[src/sv/rhs_pkg.sv]
// Package for the row hill segmenter: sizes, reset values and the payload types.
// Used by every module of the block; depends on nothing.
package rhs_pkg;

	localparam int MAX_COLS = 1024;
	localparam int COL_W = $clog2(MAX_COLS);
	localparam logic [COL_W-1:0] COL_MAX = COL_W'(MAX_COLS - 1);

	// The queue depth must be a power of two so that the pointers wrap on their own.
	localparam int QUEUE_DEPTH = 4;
	localparam int QPTR_W = $clog2(QUEUE_DEPTH);

	localparam logic [7:0] THRESH_RESET = 8'd1;

	typedef struct packed {
		logic [7:0] pixel;
		logic [9:0] row_index;
		logic       end_of_row;
	} pix_item_t;

	typedef struct packed {
		logic [9:0] start_col;
		logic [9:0] end_col;
		logic [9:0] hill_row;
		logic [7:0] hill_height;
		logic       last_of_group;
	} hill_res_t;

	// All results of one pixel. A single result always travels in first.
	typedef struct packed {
		logic      two;
		hill_res_t first;
		hill_res_t second;
	} hill_grp_t;

endpackage

[src/sv/rhs_front.sv]
// Front part of the row hill segmenter: accepts pixels, keeps the row state and
// the threshold register, and forms the group of results each pixel causes.
// Depends on rhs_pkg.
module rhs_front (
	input  logic              clk,
	input  logic              arst_n,
	input  logic              in_valid,
	output logic              in_stall,
	input  rhs_pkg::pix_item_t in_item,
	input  logic              cfg_valid,
	output logic              cfg_ready,
	input  logic [7:0]        cfg_data,
	input  logic              queue_full,
	output logic              grp_push,
	output rhs_pkg::hill_grp_t grp
);
	import rhs_pkg::*;

	typedef enum logic [2:0] {
		PH_FIRST  = 3'b001,
		PH_SECOND = 3'b010,
		PH_LATER  = 3'b100
	} phase_t;

	phase_t           phase_q;
	logic [7:0]       thresh_q;
	logic [7:0]       prev_pixel_q;
	logic [COL_W-1:0] col_q;
	logic [COL_W-1:0] prev_col_q;
	logic [COL_W-1:0] start_q;
	logic [7:0]       peak_q;
	logic             rising_q;

	logic             accept;
	logic [COL_W-1:0] col_next;
	logic             rising_n;
	logic [7:0]       peak_n;
	logic [COL_W-1:0] start_n;
	logic [7:0]       flush_h;
	logic             emit_a;
	logic             emit_b;
	hill_res_t        res_a;
	hill_res_t        res_b;

	assign in_stall  = queue_full;
	assign cfg_ready = 1'b1;
	assign accept    = in_valid && !in_stall;
	assign col_next  = (col_q == COL_MAX) ? col_q : col_q + 1'b1;

	always_comb begin
		rising_n = rising_q;
		peak_n   = peak_q;
		start_n  = start_q;
		emit_a   = 1'b0;
		case (phase_q)
			PH_SECOND: begin
				rising_n = (in_item.pixel >= prev_pixel_q);
				peak_n   = (in_item.pixel > prev_pixel_q) ? in_item.pixel : prev_pixel_q;
				start_n  = prev_col_q;
			end
			PH_LATER: begin
				if (in_item.pixel >= prev_pixel_q && !rising_q) begin
					emit_a   = (peak_q > thresh_q) && (start_q != prev_col_q);
					start_n  = prev_col_q;
					peak_n   = in_item.pixel;
					rising_n = 1'b1;
				end else if (in_item.pixel <= prev_pixel_q && rising_q) begin
					peak_n   = prev_pixel_q;
					rising_n = 1'b0;
				end
			end
			default: begin
			end
		endcase
		flush_h = (peak_n > in_item.pixel) ? peak_n : in_item.pixel;
		emit_b  = in_item.end_of_row && (phase_q != PH_FIRST) && (flush_h > thresh_q);

		res_a.start_col     = 10'(start_q);
		res_a.end_col       = 10'(prev_col_q);
		res_a.hill_row      = in_item.row_index;
		res_a.hill_height   = peak_q;
		res_a.last_of_group = !emit_b;

		res_b.start_col     = 10'(start_n);
		res_b.end_col       = 10'(col_q);
		res_b.hill_row      = in_item.row_index;
		res_b.hill_height   = flush_h;
		res_b.last_of_group = 1'b1;

		grp.two    = emit_a && emit_b;
		grp.first  = emit_a ? res_a : res_b;
		grp.second = res_b;
	end

	assign grp_push = accept && (emit_a || emit_b);

	always_ff @(posedge clk or negedge arst_n) begin
		if (!arst_n) begin
			thresh_q <= THRESH_RESET;
		end else if (cfg_valid && cfg_ready) begin
			thresh_q <= cfg_data;
		end
	end

	always_ff @(posedge clk or negedge arst_n) begin
		if (!arst_n) begin
			phase_q      <= PH_FIRST;
			prev_pixel_q <= '0;
			col_q        <= '0;
			prev_col_q   <= '0;
			start_q      <= '0;
			peak_q       <= '0;
			rising_q     <= 1'b0;
		end else if (accept) begin
			prev_pixel_q <= in_item.pixel;
			prev_col_q   <= col_q;
			rising_q     <= rising_n;
			peak_q       <= peak_n;
			start_q      <= start_n;
			if (in_item.end_of_row) begin
				col_q   <= '0;
				phase_q <= PH_FIRST;
			end else begin
				col_q   <= col_next;
				phase_q <= (phase_q == PH_FIRST) ? PH_SECOND : PH_LATER;
			end
		end
	end

endmodule

[src/sv/rhs_queue.sv]
// Short queue of result groups between the front and back parts of the segmenter.
// Depends on rhs_pkg.
module rhs_queue (
	input  logic               clk,
	input  logic               arst_n,
	input  logic               push,
	input  rhs_pkg::hill_grp_t wr_grp,
	input  logic               pop,
	output rhs_pkg::hill_grp_t head,
	output logic               head_valid,
	output logic               full
);
	import rhs_pkg::*;

	hill_grp_t         mem_q [QUEUE_DEPTH];
	logic [QPTR_W-1:0] wr_ptr_q;
	logic [QPTR_W-1:0] rd_ptr_q;
	logic [QPTR_W:0]   count_q;

	assign head       = mem_q[rd_ptr_q];
	assign head_valid = (count_q != '0);
	assign full       = (count_q == (QPTR_W + 1)'(QUEUE_DEPTH));

	always_ff @(posedge clk) begin
		if (push) begin
			mem_q[wr_ptr_q] <= wr_grp;
		end
	end

	always_ff @(posedge clk or negedge arst_n) begin
		if (!arst_n) begin
			wr_ptr_q <= '0;
			rd_ptr_q <= '0;
			count_q  <= '0;
		end else begin
			if (push) begin
				wr_ptr_q <= wr_ptr_q + 1'b1;
			end
			if (pop) begin
				rd_ptr_q <= rd_ptr_q + 1'b1;
			end
			if (push && !pop) begin
				count_q <= count_q + 1'b1;
			end else if (pop && !push) begin
				count_q <= count_q - 1'b1;
			end
		end
	end

	a_no_push_full: assert property (@(posedge clk) disable iff (!arst_n)
		push |-> !full) else $error("Queue written while full.");
	a_no_pop_empty: assert property (@(posedge clk) disable iff (!arst_n)
		pop |-> head_valid) else $error("Queue read while empty.");
	a_count_bound: assert property (@(posedge clk) disable iff (!arst_n)
		count_q <= (QPTR_W + 1)'(QUEUE_DEPTH)) else $error("Queue count out of range.");

endmodule

[src/sv/rhs_back.sv]
// Back part of the segmenter: takes result groups from the queue and delivers
// them one transaction at a time through the output register. Depends on rhs_pkg.
module rhs_back (
	input  logic               clk,
	input  logic               arst_n,
	input  rhs_pkg::hill_grp_t head,
	input  logic               head_valid,
	output logic               pop,
	output logic               out_valid,
	input  logic               out_stall,
	output rhs_pkg::hill_res_t out_item
);
	import rhs_pkg::*;

	logic      out_valid_q;
	hill_res_t out_q;
	logic      half_q;
	logic      load;

	assign load      = !out_valid_q || !out_stall;
	assign pop       = load && head_valid && (half_q || !head.two);
	assign out_valid = out_valid_q;
	assign out_item  = out_q;

	always_ff @(posedge clk) begin
		if (load && head_valid) begin
			out_q <= half_q ? head.second : head.first;
		end
	end

	always_ff @(posedge clk or negedge arst_n) begin
		if (!arst_n) begin
			out_valid_q <= 1'b0;
			half_q      <= 1'b0;
		end else if (load) begin
			out_valid_q <= head_valid;
			if (head_valid) begin
				half_q <= !half_q && head.two;
			end
		end
	end

	a_half_has_pair: assert property (@(posedge clk) disable iff (!arst_n)
		half_q |-> head_valid && head.two) else $error("Second result pending without a pair.");
	a_first_not_last: assert property (@(posedge clk) disable iff (!arst_n)
		$rose(half_q) |-> out_valid_q && !out_q.last_of_group)
		else $error("First result of a pair marked last.");
	a_pop_ends_group: assert property (@(posedge clk) disable iff (!arst_n)
		pop |=> out_valid_q && out_q.last_of_group) else $error("Group popped before its last result.");

endmodule

[src/sv/row_hill_segmenter_top.sv]
// Top level of the row hill segmenter: front, result queue and back part.
// Depends on rhs_pkg, rhs_front, rhs_queue and rhs_back.
//
// Pixels of a row enter one per transaction and may come in every cycle while
// in_stall is low. Each pixel updates the row state in the cycle it is accepted;
// a pixel that closes a hill or ends a row may put one or two results, as one
// group, into a four-entry queue; they pass the queue and output register and
// leave one per cycle while out_stall is low. in_stall rises only while the queue
// is full. The threshold is written through the cfg port, which is always ready;
// the user must write it only while the block is idle; nothing enforces that.
module row_hill_segmenter_top (
	input  logic               clk,
	input  logic               arst_n,
	input  logic               in_valid,
	output logic               in_stall,
	input  rhs_pkg::pix_item_t in_item,
	output logic               out_valid,
	input  logic               out_stall,
	output rhs_pkg::hill_res_t out_item,
	input  logic               cfg_valid,
	output logic               cfg_ready,
	input  logic [7:0]         cfg_data
);
	import rhs_pkg::*;

	hill_grp_t grp;
	hill_grp_t head;
	logic      grp_push;
	logic      queue_full;
	logic      head_valid;
	logic      pop;

	rhs_front u_front (
		.clk        (clk),
		.arst_n     (arst_n),
		.in_valid   (in_valid),
		.in_stall   (in_stall),
		.in_item    (in_item),
		.cfg_valid  (cfg_valid),
		.cfg_ready  (cfg_ready),
		.cfg_data   (cfg_data),
		.queue_full (queue_full),
		.grp_push   (grp_push),
		.grp        (grp)
	);

	rhs_queue u_queue (
		.clk        (clk),
		.arst_n     (arst_n),
		.push       (grp_push),
		.wr_grp     (grp),
		.pop        (pop),
		.head       (head),
		.head_valid (head_valid),
		.full       (queue_full)
	);

	rhs_back u_back (
		.clk        (clk),
		.arst_n     (arst_n),
		.head       (head),
		.head_valid (head_valid),
		.pop        (pop),
		.out_valid  (out_valid),
		.out_stall  (out_stall),
		.out_item   (out_item)
	);

endmodule
[config.mk]
export PLATFORM = sky130hd
export DESIGN_NAME = row_hill_segmenter_top
export DESIGN_NICKNAME = d
export VERILOG_FILES = /design/src/sv/rhs_pkg.sv /design/src/sv/rhs_front.sv /design/src/sv/rhs_queue.sv /design/src/sv/rhs_back.sv /design/src/sv/row_hill_segmenter_top.sv
export SDC_FILE = /design/constraint.sdc
export NUM_CORES = 1
export LEC_CHECK = 0
export BUFFER_PORTS_ARGS = -buffer_cell sky130_fd_sc_hd__clkbuf_2
export CORE_ASPECT_RATIO = 1.2
export CORE_MARGIN = 2
export CORE_UTILIZATION = 40
export CTS_BUF_LIST = sky130_fd_sc_hd__clkbuf_2 sky130_fd_sc_hd__clkbuf_4 sky130_fd_sc_hd__clkbuf_8
export DETAILED_ROUTE_END_ITERATION = 12
export MAX_ROUTING_LAYER = met4
export PLACE_DENSITY = 0.55
export SYNTH_ARGS = -nofsm -noshare
export SYNTH_HDL_FRONTEND = slang
export SYNTH_HIERARCHICAL = 1
export SYNTH_SLANG_ARGS = --single-unit
export TNS_END_PERCENT = 5
[constraint.sdc]
create_clock -name clk -period 11.74 [get_ports clk]
set_input_delay 1.761 -clock clk [delete_from_list [all_inputs] [get_ports clk]]
set_output_delay 1.761 -clock clk [all_outputs]
set_load 0.01 [all_outputs]
After elaboration in Yosys (flattened, before gate mapping)
Memories as Yosys holds them, arrays and structs flattened.
Index checks and enable logic that the tools add are counted.
Widths: inputs -> output; s select.
{"block": "word_totals", "reg_bits": 106, "latch_bits": 0, "mem_bits_rw": 312, "rom_bits": 0, "output_inout_bits": 42, "word_cells": 92, "n_memories": 1}
{"block": "classes", "addsub": 5, "mul": 0, "n_div": 0, "order_cmp": 6, "eq_ne": 9, "n_shift": 0, "muxes": 22, "n_bitwise": 0, "reduce_logical": 31}
{"name": "u_queue.mem_q", "depth": 4, "width": 78, "rd": 1, "rd_ports_with_merged_regs": 0, "write_ports": 1, "line_no": "rhs_queue.sv:15", "text": "hill_grp_t mem_q [QUEUE_DEPTH];"}
{"operator": "$mux 39", "count": 2}
{"operator": "$gt 8x8->1", "count": 4}
{"operator": "$mux 8", "count": 4}
{"operator": "$mux 10", "count": 3}
{"operator": "$pmux 10 s2", "count": 1}
{"operator": "$pmux 8 s2", "count": 1}
{"operator": "$logic_and 1x1->1", "count": 13}
{"operator": "$mux 3", "count": 4}
{"operator": "$add 10x1->10 const B", "count": 1}
{"operator": "$eq 10x10->1 const B", "count": 1}
{"operator": "$ne 10x10->1", "count": 1}
{"operator": "$logic_not 1->1", "count": 9}
{"operator": "$ge 8x8->1", "count": 1}
{"operator": "$le 8x8->1", "count": 1}
{"operator": "$eq 3x3->1 const B", "count": 2}
{"operator": "$mux 1", "count": 6}
{"operator": "$ne 3x1->1 const B", "count": 2}
{"operator": "$add 2x1->2 const B", "count": 2}
{"operator": "$reduce_and 2->1", "count": 2}
{"operator": "$reduce_bool 2->1", "count": 2}
{"operator": "$add 3x1->3 const B", "count": 1}
{"operator": "$eq 3x1->1 const B", "count": 1}
{"operator": "$eq 3x2->1 const B", "count": 1}
{"operator": "$logic_or 1x1->1", "count": 3}
{"operator": "5 further kinds", "count": 5}

Logic depth before layout (Yosys ltp)
Gate-level depths: netlist (run 1).
{"block": "depth", "ltp_word": 15, "depth_mapped": 31}

Cells and area by module
Netlist (run 1), hierarchy kept.
{"module": "rhs_queue", "n_inst": 1, "cells_per_inst": 447, "area_per_inst_um2": 11875.1, "seq_area_each_um2": 9664.3}
{"module": "rhs_front", "n_inst": 1, "cells_per_inst": 535, "area_per_inst_um2": 4712.0, "seq_area_each_um2": 1453.9}
{"module": "rhs_back", "n_inst": 1, "cells_per_inst": 89, "area_per_inst_um2": 1747.9, "seq_area_each_um2": 1221.2}

Worst setup path before layout (run 1)
Ideal clock, no wire load.
{"block": "synth_timing", "path_type": "input to register", "from": "in in_item[14] (netlist name)", "to": "mem u_queue/mem_q[0][0] (netlist name) (enable)", "setup_ps": 446, "arrival_time_ps": 8249, "required_time_ps": 11294, "path_slack_ps": 3045, "cell_stages": 23, "path_buffers": 2, "cell_sequence": "ha_1 -> a21oi_1 -> a211o_1 -> buf_2 -> a21oi_1 -> o31ai_1 -> o21a_1 -> nor2_1 -> ha_1 -> a21oi_1 -> o21ai_0 -> mux2i_1 -> a21oi_1 -> clkbuf_1 -> nor4b_1 -> a211oi_1 -> ha_1 -> nand3_1 -> nor2_1 -> a221o_1 -> a31oi_1 -> o21a_1 -> and2_1"}
{"element": "from (decl)", "line_no": "row_hill_segmenter_top.sv:16", "text": "input rhs_pkg::pix_item_t in_item,"}
{"element": "to (decl)", "line_no": "rhs_queue.sv:15"}

==> results, run 1 <==
- The flow ran to the end, and the final reports show no timing, DRC or antenna violations.
- TritonCTS built the clock tree.
- The clock latency on the worst-skew pair is 0.61 ns.
- The number of unique standard cell types used by synthesis is 60.
- The final HPWL from detailed placement is 21.79 mm.
- The compound-cell area share of the yosys netlist is 5.029%.
- The number of global-route vias before repair is 10,400.
- The count of max-cap constraint violations is 0.
- The mapped cell area is 18,340 um^2.
- After Yosys synthesis, and, or, nand and nor cells account for 4.913% of the synthesized area.
- After clock tree synthesis, the flow added hold-fix buffers numbering 0.
- The number of clock buffers inserted by TritonCTS is 71.
- The clock-pin slew of the registers on the worst-case setup and hold paths is 0.06 ns.
- The setup total negative slack is 0 ns.
- Global routing used 16.84% of the available tracks.
- The final layout contains routed wiring with a total length of 36.76 mm.
- The final-layout worst hold slack is 0.4963 ns.
- The clock skew after layout is 0.02238 ns.
- The maximum vdd drop is 0.1590 mV.
- The global-route wire length before repair is 58.86 mm.
- In the final routed layout, each cell accounts on average for 20.09 um.
- The number of antenna violations at the first check in global routing came to 1.
- For this design the top-level I/O count stands at 74.
- The main flop type after synthesis is sky130_fd_sc_hd__edfxtp_1.
- After detailed routing, the number of vias per cell comes to 5.157.
- The total via count after detailed routing is 9,438.
- For this configuration, the core starts out at a cell density of 40.66%.
- The startpoint-to-endpoint class of the critical path is in2reg.
- The minimum period implied by the final worst setup slack is 9.185 ns.
- After Yosys synthesis, full adders, half adders and majority gates account for 2.702% of the synthesized area.
- The die is 238.5 um tall.
- For this run, the post-layout net count is 1,235.
- Averaged over all synthesized cells, the footprint is 17.12 um^2.
- In this run, the number of DRC markers left after iteration 0 of detailed routing was 509.
- The worst hold path belongs to the class reg2reg.
- The worst path uses 78.24% of the clock period.
- The top cell types in the final layout, fill and taps aside, are 355 x sky130_fd_sc_hd__edfxtp_1, 79 x sky130_fd_sc_hd__mux4_2, 77 x sky130_fd_sc_hd__clkbuf_8.
- The worst setup path is launched from a primary input.
- The share of final-layout standard cells stronger than drive strength 1 is 30.74%.
- The number of I/O port buffers is 72.
- The count of unresolved DRC violations after routing is 0.
- The number of pins with negative max-slew slack in the final report is 0.
- At the end of routability-driven placement, the weighted congestion stood at 0.8689.
- After technology mapping, the gate count stands at 1,071.
- The clock drives 422 sinks.
- The slew at the pin with the worst max-slew slack is 0.9575 ns.
- The worst pin sits at a relative slew slack of 36.16%.
- The setup-violating endpoint count in the final report is 0.
- For this run the aggregate overflow at the end of global routing stands at 0.
- Once the clock tree was built, the setup fixing pass inserted 0 buffers.
- In this run, synthesis inferred 355 flip-flops with an integrated enable.
- The synthesized netlist devotes 1.051% of its cell area to XOR and XNOR gates.
- For this design the static power due to leakage is 7.415 nW.
- The total die area is 47,570 um^2.
- STA classifies the critical path endpoint as a flop.
- The required time at the worst-slack endpoint is 11.97 ns.
- The die width is 199.4 um.
- The maximum fanout encountered on the critical timing path is 42.
- The count of state elements after synthesis is 422.
- The master cell of the clock root buffer is sky130_fd_sc_hd__clkbuf_8.
- Sequential cells were found to cover 67.30% of the synthesized design area.
- The signed area change from the synthesized netlist to the final layout is 11.61%.
- Setup repair after global routing left no endpoint under its margin.
- Derived from the worst setup path, the maximum achievable clock frequency is 108.9 MHz.
- The power per unit of standard cell area is 253.4 nW/um^2.
- The fraction of registers with async set or reset after synthesis is 15.88%.
- Multiplexer cells account for 15.29% of the synthesized area.
- The total number of placement rows is 85.
- The most common cell after layout, fill and taps aside is sky130_fd_sc_hd__edfxtp_1.
- After synthesis, the largest family of logic cells by area is multiplexers.
- The number of search-and-repair iterations in the first detailed-routing pass is 4.
- The total number of H-tree levels is 3.
- The yosys synthesis warning count is 6.
- Data on the critical path arrives at its endpoint at 9.41 ns.
- The number of gates resized after CTS was 0.
- The remaining number of nets flagged by the antenna check after routing is 0.
- The area inside the core boundary is 45,090 um^2.
- The pin count of the biggest net entering global routing is 68.
- The final hold violation count came to 0.
- The maximum number of buffers from clock root to sink is 3.
[synthesized netlist by cell type, types with 7 or more instances]
cell type                     n  area [um^2]
sky130_fd_sc_hd__o31ai_1      7        52.55
sky130_fd_sc_hd__buf_4       24        180.2
sky130_fd_sc_hd__buf_2       15        75.07
sky130_fd_sc_hd__nor2_1      34        127.6
sky130_fd_sc_hd__xnor2_1     11        96.34
sky130_fd_sc_hd__mux2_2      74        833.3
sky130_fd_sc_hd__a21oi_1     28        140.1
sky130_fd_sc_hd__a211oi_1    15        112.6
sky130_fd_sc_hd__edfxtp_1   355        10660
sky130_fd_sc_hd__o21a_1      21        157.7
sky130_fd_sc_hd__mux4_2      79         1779
sky130_fd_sc_hd__dfrtp_1     65         1627
sky130_fd_sc_hd__a2bb2oi_1    7        61.31
sky130_fd_sc_hd__inv_1       38        142.6
sky130_fd_sc_hd__nor2b_1      8        50.05
sky130_fd_sc_hd__buf_12       8        160.2
sky130_fd_sc_hd__and3_1       8        50.05
sky130_fd_sc_hd__clkbuf_1    14        52.55
sky130_fd_sc_hd__nand2_1     58        217.7
sky130_fd_sc_hd__ha_1        38        475.5
sky130_fd_sc_hd__o21ai_0     30        150.1
sky130_fd_sc_hd__o22ai_1      7        43.79
sky130_fd_sc_hd__mux2_1      16        180.2
sky130_fd_sc_hd__nand4_1     15        93.84
sky130_fd_sc_hd__xor2_1      11        96.34
sky130_fd_sc_hd__nor3_1      11        55.05
[logic make-up (layout without fill, tap and decap cells)]
logic type               Yosys count  count (layout)
AO/OA/AOI/OAI                    137             137
XOR/XNOR                          22              22
adder cells (fa/ha/maj)           39              39
buffers and inverters            105             253
flip-flops                       422             422
multiplexers                     170             170
other                              1               3
AND/OR/NAND/NOR                  175             175
[registers in the layout, indices dropped and copies added, names as in the netlist]
signal                cells
u_front/start_q          10
u_queue/count_q           3
u_front/prev_pixel_q      8
u_queue/wr_ptr_q          2
u_back/out_item          39
u_queue/rd_ptr_q          2
u_front/col_q            10
u_queue/mem_q           316
u_front/thresh_q          8
u_back/out_valid          1
u_front/prev_col_q       10
u_back/half_q             1
u_front/peak_q            8
u_front/phase_q           3
u_front/rising_q          1
[routing by layer]
| metal | GRT usage, % | routed length, um | vias up |
|---|---|---|---|
| li1 | - | - | 4382 |
| met1 | 20.60 | 16010 | 4823 |
| met2 | 28.16 | 18680 | 181 |
| met3 | 2.765 | 1323 | 52 |
| met4 | 6.375 | 752 | 0 |
| met5 | - | 0 | - |
[path summary, 6_finish.rpt]
path | start | endpoint | slack [ns] | cells past startpoint
worst min register to register | u_queue/count_q[2]$_DFFE_PN0P_ | u_queue/count_q[2]$_DFFE_PN0P_ | 0.50 | 1
worst max register to register | u_front/prev_pixel_q[5]$_DFFE_PN0P_ | u_queue/mem_q[0][58]$_DFFE_PP_ | 3.42 | 25
min in group asynchronous | arst_n | u_front/prev_pixel_q[5]$_DFFE_PN0P_ | 1.37 | 2
worst max-delay path | in_item[18] | u_queue/mem_q[0][58]$_DFFE_PP_ | 2.56 | 25
worst min-delay path | u_queue/count_q[2]$_DFFE_PN0P_ | u_queue/count_q[2]$_DFFE_PN0P_ | 0.50 | 1
max in group asynchronous | arst_n | u_queue/rd_ptr_q[1]$_DFFE_PN0P_ | 9.62 | 2
[report_power, final]
group / internal (mW) / leakage (nW) / switching [mW]
registers: 2.04 / 4.17 / 0.182
clock network: 0.711 / 0.742 / 0.565
logic: 0.745 / 2.50 / 0.945
total: 3.49 / 7.41 / 1.69
[cell type report]
cell class | count | area, um^2
multi-input cells | 545 | 5341
repair buffers | 86 | 465.4
fillers | 3995 | 24630
clock buffers | 104 | 1262
inverters | 38 | 142.6
well taps | 609 | 762.0
flip-flops and latches | 422 | 12350
clock inverters | 25 | 140.1
diodes | 1 | 2.502
[worst max-delay path, stage by stage]
cell	delay (ns)
sky130_fd_sc_hd__clkbuf_2	0.13
sky130_fd_sc_hd__ha_1	0.34
sky130_fd_sc_hd__nand2_1	0.09
sky130_fd_sc_hd__o21ai_2	0.35
sky130_fd_sc_hd__nand2_1	0.42
sky130_fd_sc_hd__and3_1	0.35
sky130_fd_sc_hd__o31ai_1	0.34
sky130_fd_sc_hd__o21a_1	0.26
sky130_fd_sc_hd__nor2_1	0.07
sky130_fd_sc_hd__ha_1	0.29
sky130_fd_sc_hd__nand2_1	0.05
sky130_fd_sc_hd__o21ai_0	0.25
sky130_fd_sc_hd__mux2i_1	0.12
sky130_fd_sc_hd__a21oi_1	0.75
sky130_fd_sc_hd__buf_4	0.31
sky130_fd_sc_hd__nor2_1	0.07
sky130_fd_sc_hd__a211oi_1	0.59
sky130_fd_sc_hd__ha_1	0.37
sky130_fd_sc_hd__nand3_1	0.13
sky130_fd_sc_hd__nor2_1	0.06
sky130_fd_sc_hd__a221o_1	0.33
sky130_fd_sc_hd__a31oi_1	0.34
sky130_fd_sc_hd__o21a_1	0.33
sky130_fd_sc_hd__and2_4	0.61
sky130_fd_sc_hd__buf_4	0.65
[per-stage QoR]
stage	power, mW	cells	worst slack (ns)	instance area (um^2)	utilization, %
5_1_grt	5.529	1830	1.859	20460	45.38
3_5_place_dp	3.978	1700	1.925	19060	42.27
6_report	5.185	1830	2.555	20460	45.38
2_1_floorplan	3.512	1072	3.045	18340	-
3_3_place_gp	3.957	1700	2.126	19060	42.27
4_1_cts	5.282	1829	2.557	20460	45.38
No activity file was read; power rests on OpenSTA's default activity.
==> run 2, diff against run 1 <==
Settings changed: ABC_AREA set to 1.
Clock period 11.74 ns to 9.1 ns, I/O delays scaled along.
==> results, run 2 <==
- The cts-stage hold buffer count was 0 (unchanged).
- The maximum vdd drop is 0.1341 mV (-16%).
- The delay of the slowest critical-path stage is 0.62 ns (-0.13 ns).
- The end of the worst register-to-register path is u_queue/mem_q[1][26]$_DFFE_PP_.
- The critical path capture point type is a flop.
- The cell accounting for the most synthesized area is sky130_fd_sc_hd__edfxtp_1.
- The number of ports placed on the die boundary is 74 (unchanged).
- The final net count is 1,933 (+57%).
- The clock latency on the worst-skew pair is 0.62 ns (about the same).
- The mean cell area of the mapped netlist was 10.66 um^2 (-38%).
- The clock sink count was 422 (unchanged).
- TritonCTS built the clock tree.
- The fraction of registers with async set or reset after synthesis is 15.88% (unchanged).
- The clock-pin slew of the registers on the worst-case setup and hold paths is 0.05 ns (about the same).
- The slew at the pin with the worst max-slew slack is 1.151 ns (+0.1937 ns).
- The signal arrival time at the worst endpoint is 7.41 ns (-2.00 ns).
- The cell count after placement is 2,419 (+42%).
- The final cell count without fillers was 2,545 (+39%).
- The end point of the critical path is u_queue/mem_q[1][26]$_DFFE_PP_.
- The part of the Yosys area used for sequential elements came to 64.01% (-3.3 points).
- The required time at the worst-slack endpoint was 9.40 ns (-2.57 ns).
- The count of max-cap constraint violations is 0 (unchanged).
- Counting I/O delays and the setup requirement, the final critical path takes 7.111 ns.
- The run finished with clean final reports.
- The mapped cell area is 19,280 um^2 (+5.1%).
- The total congestion overflow was 0 (unchanged).
- In the post-synthesis netlist, the biggest area contributors are sky130_fd_sc_hd__edfxtp_1 55%, sky130_fd_sc_hd__nand2_1 11%, sky130_fd_sc_hd__dfrtp_1 8.4%.
- Setup repair after global routing left no endpoint under its margin.
- The setup total negative slack was 0 ns (unchanged).
- The area inside the core boundary is 47,790 um^2 (+6.0%).
- The total number of H-tree levels was 3 (unchanged).
- The top cell types in the final layout, fill and taps aside, are 559 x sky130_fd_sc_hd__nand2_1, 355 x sky130_fd_sc_hd__edfxtp_1, 249 x sky130_fd_sc_hd__inv_1.
- The setup-violating endpoint count in the final report is 0 (unchanged).
- The flip-flop count of the largest register after layout was 316 (unchanged).
- The share of final-layout standard cells stronger than drive strength 1 was 12.95% (-18 points).
- The most common cell in the synthesized netlist is sky130_fd_sc_hd__nand2_1.
- The total number of placement rows was 88 (+3.5%).
- The global-route wire length before repair is 67.12 mm (+14%).
- The critical path starts at in_item[18].
- The post-cts gate resize count came to 0 (unchanged).
- The post-synthesis instance total is 1,808 (+69%).
- The most common cell after layout, fill and taps aside is sky130_fd_sc_hd__nand2_1.
- The critical-path cell with the highest stage delay is sky130_fd_sc_hd__clkinv_2.
- The maximum fanout encountered on the critical timing path is 41 (-2.4%).
- The number of search-and-repair iterations in the first detailed-routing pass is 5 (+1).
- The vertical extent of the die is 244.5 um (+2.5%).
- The power per unit of standard cell area was 324.1 nW/um^2 (+28%).
- The setup path with the least slack is of type in2reg.
- The total routing usage reported by global routing is 17.97% (+1.1 points).
- The final-layout worst hold slack was 0.4788 ns (-0.01758 ns).
- The sum of routed wire length over all layers came to 42.38 mm (+15%).
- The die width is 204.4 um (+2.5%).
- The iteration-0 DRC count of the detailed router came to 646 (+27%).
- The initial cell density of the core was 40.34% (-0.32 points).
- Counting instances in the post-synthesis netlist gives the leading cell types as 559 x sky130_fd_sc_hd__nand2_1, 355 x sky130_fd_sc_hd__edfxtp_1, 254 x sky130_fd_sc_hd__inv_1.
- The master cell of the clock root buffer is sky130_fd_sc_hd__clkbuf_8.
- The number of setup buffers added after CTS is 0 (unchanged).
- The total die area is 49,970 um^2 (+5.0%).
- The number of clock buffers inserted by TritonCTS is 71 (unchanged).
- The total via count after detailed routing is 12,510 (+33%).
- The reg-to-reg setup timing slack was 2.43 ns (-0.99 ns).
- The final weighted congestion in routability-driven placement is 0.8579 (-1.3%).
- The number of pins with negative max-slew slack in the final report is 0 (unchanged).
- Compared with the post-synthesis result, the final layout area differs by 10.66%.
- The static leakage is 8.833 nW (+19%).
- The number of global-route vias before repair is 12,050 (+16%).
- The final hold violation count is 0 (unchanged).
- More flip-flops sit in one register than any other, and that register is u_queue/mem_q.
- The fraction of post-synthesis cell area in the top cell type by area was 55.30% (-2.8 points).
- The portion of the clock cycle consumed by the worst path in the final layout is 78.14%.
- The headroom to the max-slew limit is 23.17% (-13 points).
- The cell repeated most along the worst path is sky130_fd_sc_hd__nand2_1.
- STA classifies the critical path startpoint as a primary input.
- The count of unresolved DRC violations after routing is 0 (unchanged).
- Timing would allow up to 140.6 MHz.
- The remaining number of nets flagged by the antenna check after routing is 0 (unchanged).
- The vias per cell was 4.916 (-4.7%).
- The number of enable-type register cells in the synthesized netlist is 355 (unchanged).
- The detailed-route wire length per cell came to 16.65 um (-17%).
- The yosys synthesis warning count is 6 (unchanged).
- The clock skew after layout was 0.02672 ns (+0.004344 ns).
- The number of unique standard cell types used by synthesis is 44 (-27%).
- The worst reg-to-reg path cell count is 32 (+28%).
- The final HPWL from detailed placement is 25.64 mm (+18%).
- The reg-to-reg critical path startpoint is u_front/prev_pixel_q[6]$_DFFE_PN0P_.
- The count of state elements after synthesis is 422 (unchanged).
- The maximum number of buffers from clock root to sink was 3 (unchanged).
- The diode insertion count for antenna repair is 0 (-1).
- The number of I/O port buffers is 72 (unchanged).
- The worst hold path belongs to the class reg2reg.
- The most used flip-flop cell after synthesis is sky130_fd_sc_hd__edfxtp_1.
- The pin count of the biggest net entering global routing is 117 (+72%).
- The number of antenna violations at the first check in global routing is 0 (-1).
## run 2: worst max-delay path: cells and delay by family
| family | cells | cell delay (ns) |
|---|---|---|
| AND/OR/NAND/NOR | 17 | 2.32 |
| buffers and inverters | 5 | 1.39 |
| AO/OA/AOI/OAI | 7 | 1.36 |
| adder cells (fa/ha/maj) | 3 | 0.92 |
## run 2: logic make-up after synthesis
logic type / share of synthesized area [%]
multiplexers: 0.05841
AO/OA/AOI/OAI: 9.996
AND/OR/NAND/NOR: 14.39
buffers and inverters: 8.315
other: 0.01945
XOR/XNOR: 0.6361
flip-flops: 64.01
adder cells (fa/ha/maj): 2.570
## run 2: stage by stage
stage	total power, mW	util (%)	worst slack [ns]	cell area, um^2
after floorplan	4.646	-	1.915	19280
after global placement	5.333	41.79	1.433	19970
after detailed placement	5.369	41.79	1.310	19970
after CTS	7.013	44.64	1.966	21330
after global routing	7.432	44.64	1.398	21330
final	6.912	44.64	1.989	21330
## run 2: power breakdown
group / internal (mW) / total, mW / switching [mW]
logic: 0.742 / 2.42 / 1.68
registers: 2.65 / 2.88 / 0.224
clock network: 0.887 / 1.62 / 0.729
## run 2: worst min path at each step
stage | startpoint | end | slack (ns) | cells past startpoint
floorplan | u_queue/count_q[2]$_DFFE_PN0P_ | u_queue/count_q[2]$_DFFE_PN0P_ | 0.44 | 2
global route | u_queue/count_q[2]$_DFFE_PN0P_ | u_queue/count_q[2]$_DFFE_PN0P_ | 0.51 | 2
detailed placement | u_queue/count_q[2]$_DFFE_PN0P_ | u_queue/count_q[2]$_DFFE_PN0P_ | 0.47 | 2
global placement | u_queue/count_q[2]$_DFFE_PN0P_ | u_queue/count_q[2]$_DFFE_PN0P_ | 0.46 | 2
CTS | u_queue/count_q[2]$_DFFE_PN0P_ | u_queue/count_q[2]$_DFFE_PN0P_ | 0.48 | 2
finish | u_queue/count_q[2]$_DFFE_PN0P_ | u_queue/count_q[2]$_DFFE_PN0P_ | 0.48 | 2
## run 2: layout make-up
type | count | area (um^2)
inverters | 262 | 996.0
flip-flops and latches | 422 | 12350
multi-input cells | 1022 | 5345
clock buffers | 100 | 1214
fillers | 4476 | 26460
clock inverters | 26 | 146.4
well taps | 630 | 788.3
repair buffers | 83 | 495.5
## run 2: layer usage
layer	global-route usage [%]	vias to the layer above	share of wire, %
li1	-	6181	-
met1	22.16	5987	44
met2	29.60	250	49
met3	2.972	93	4.1
met4	6.948	0	3.0
met5	-	-	0
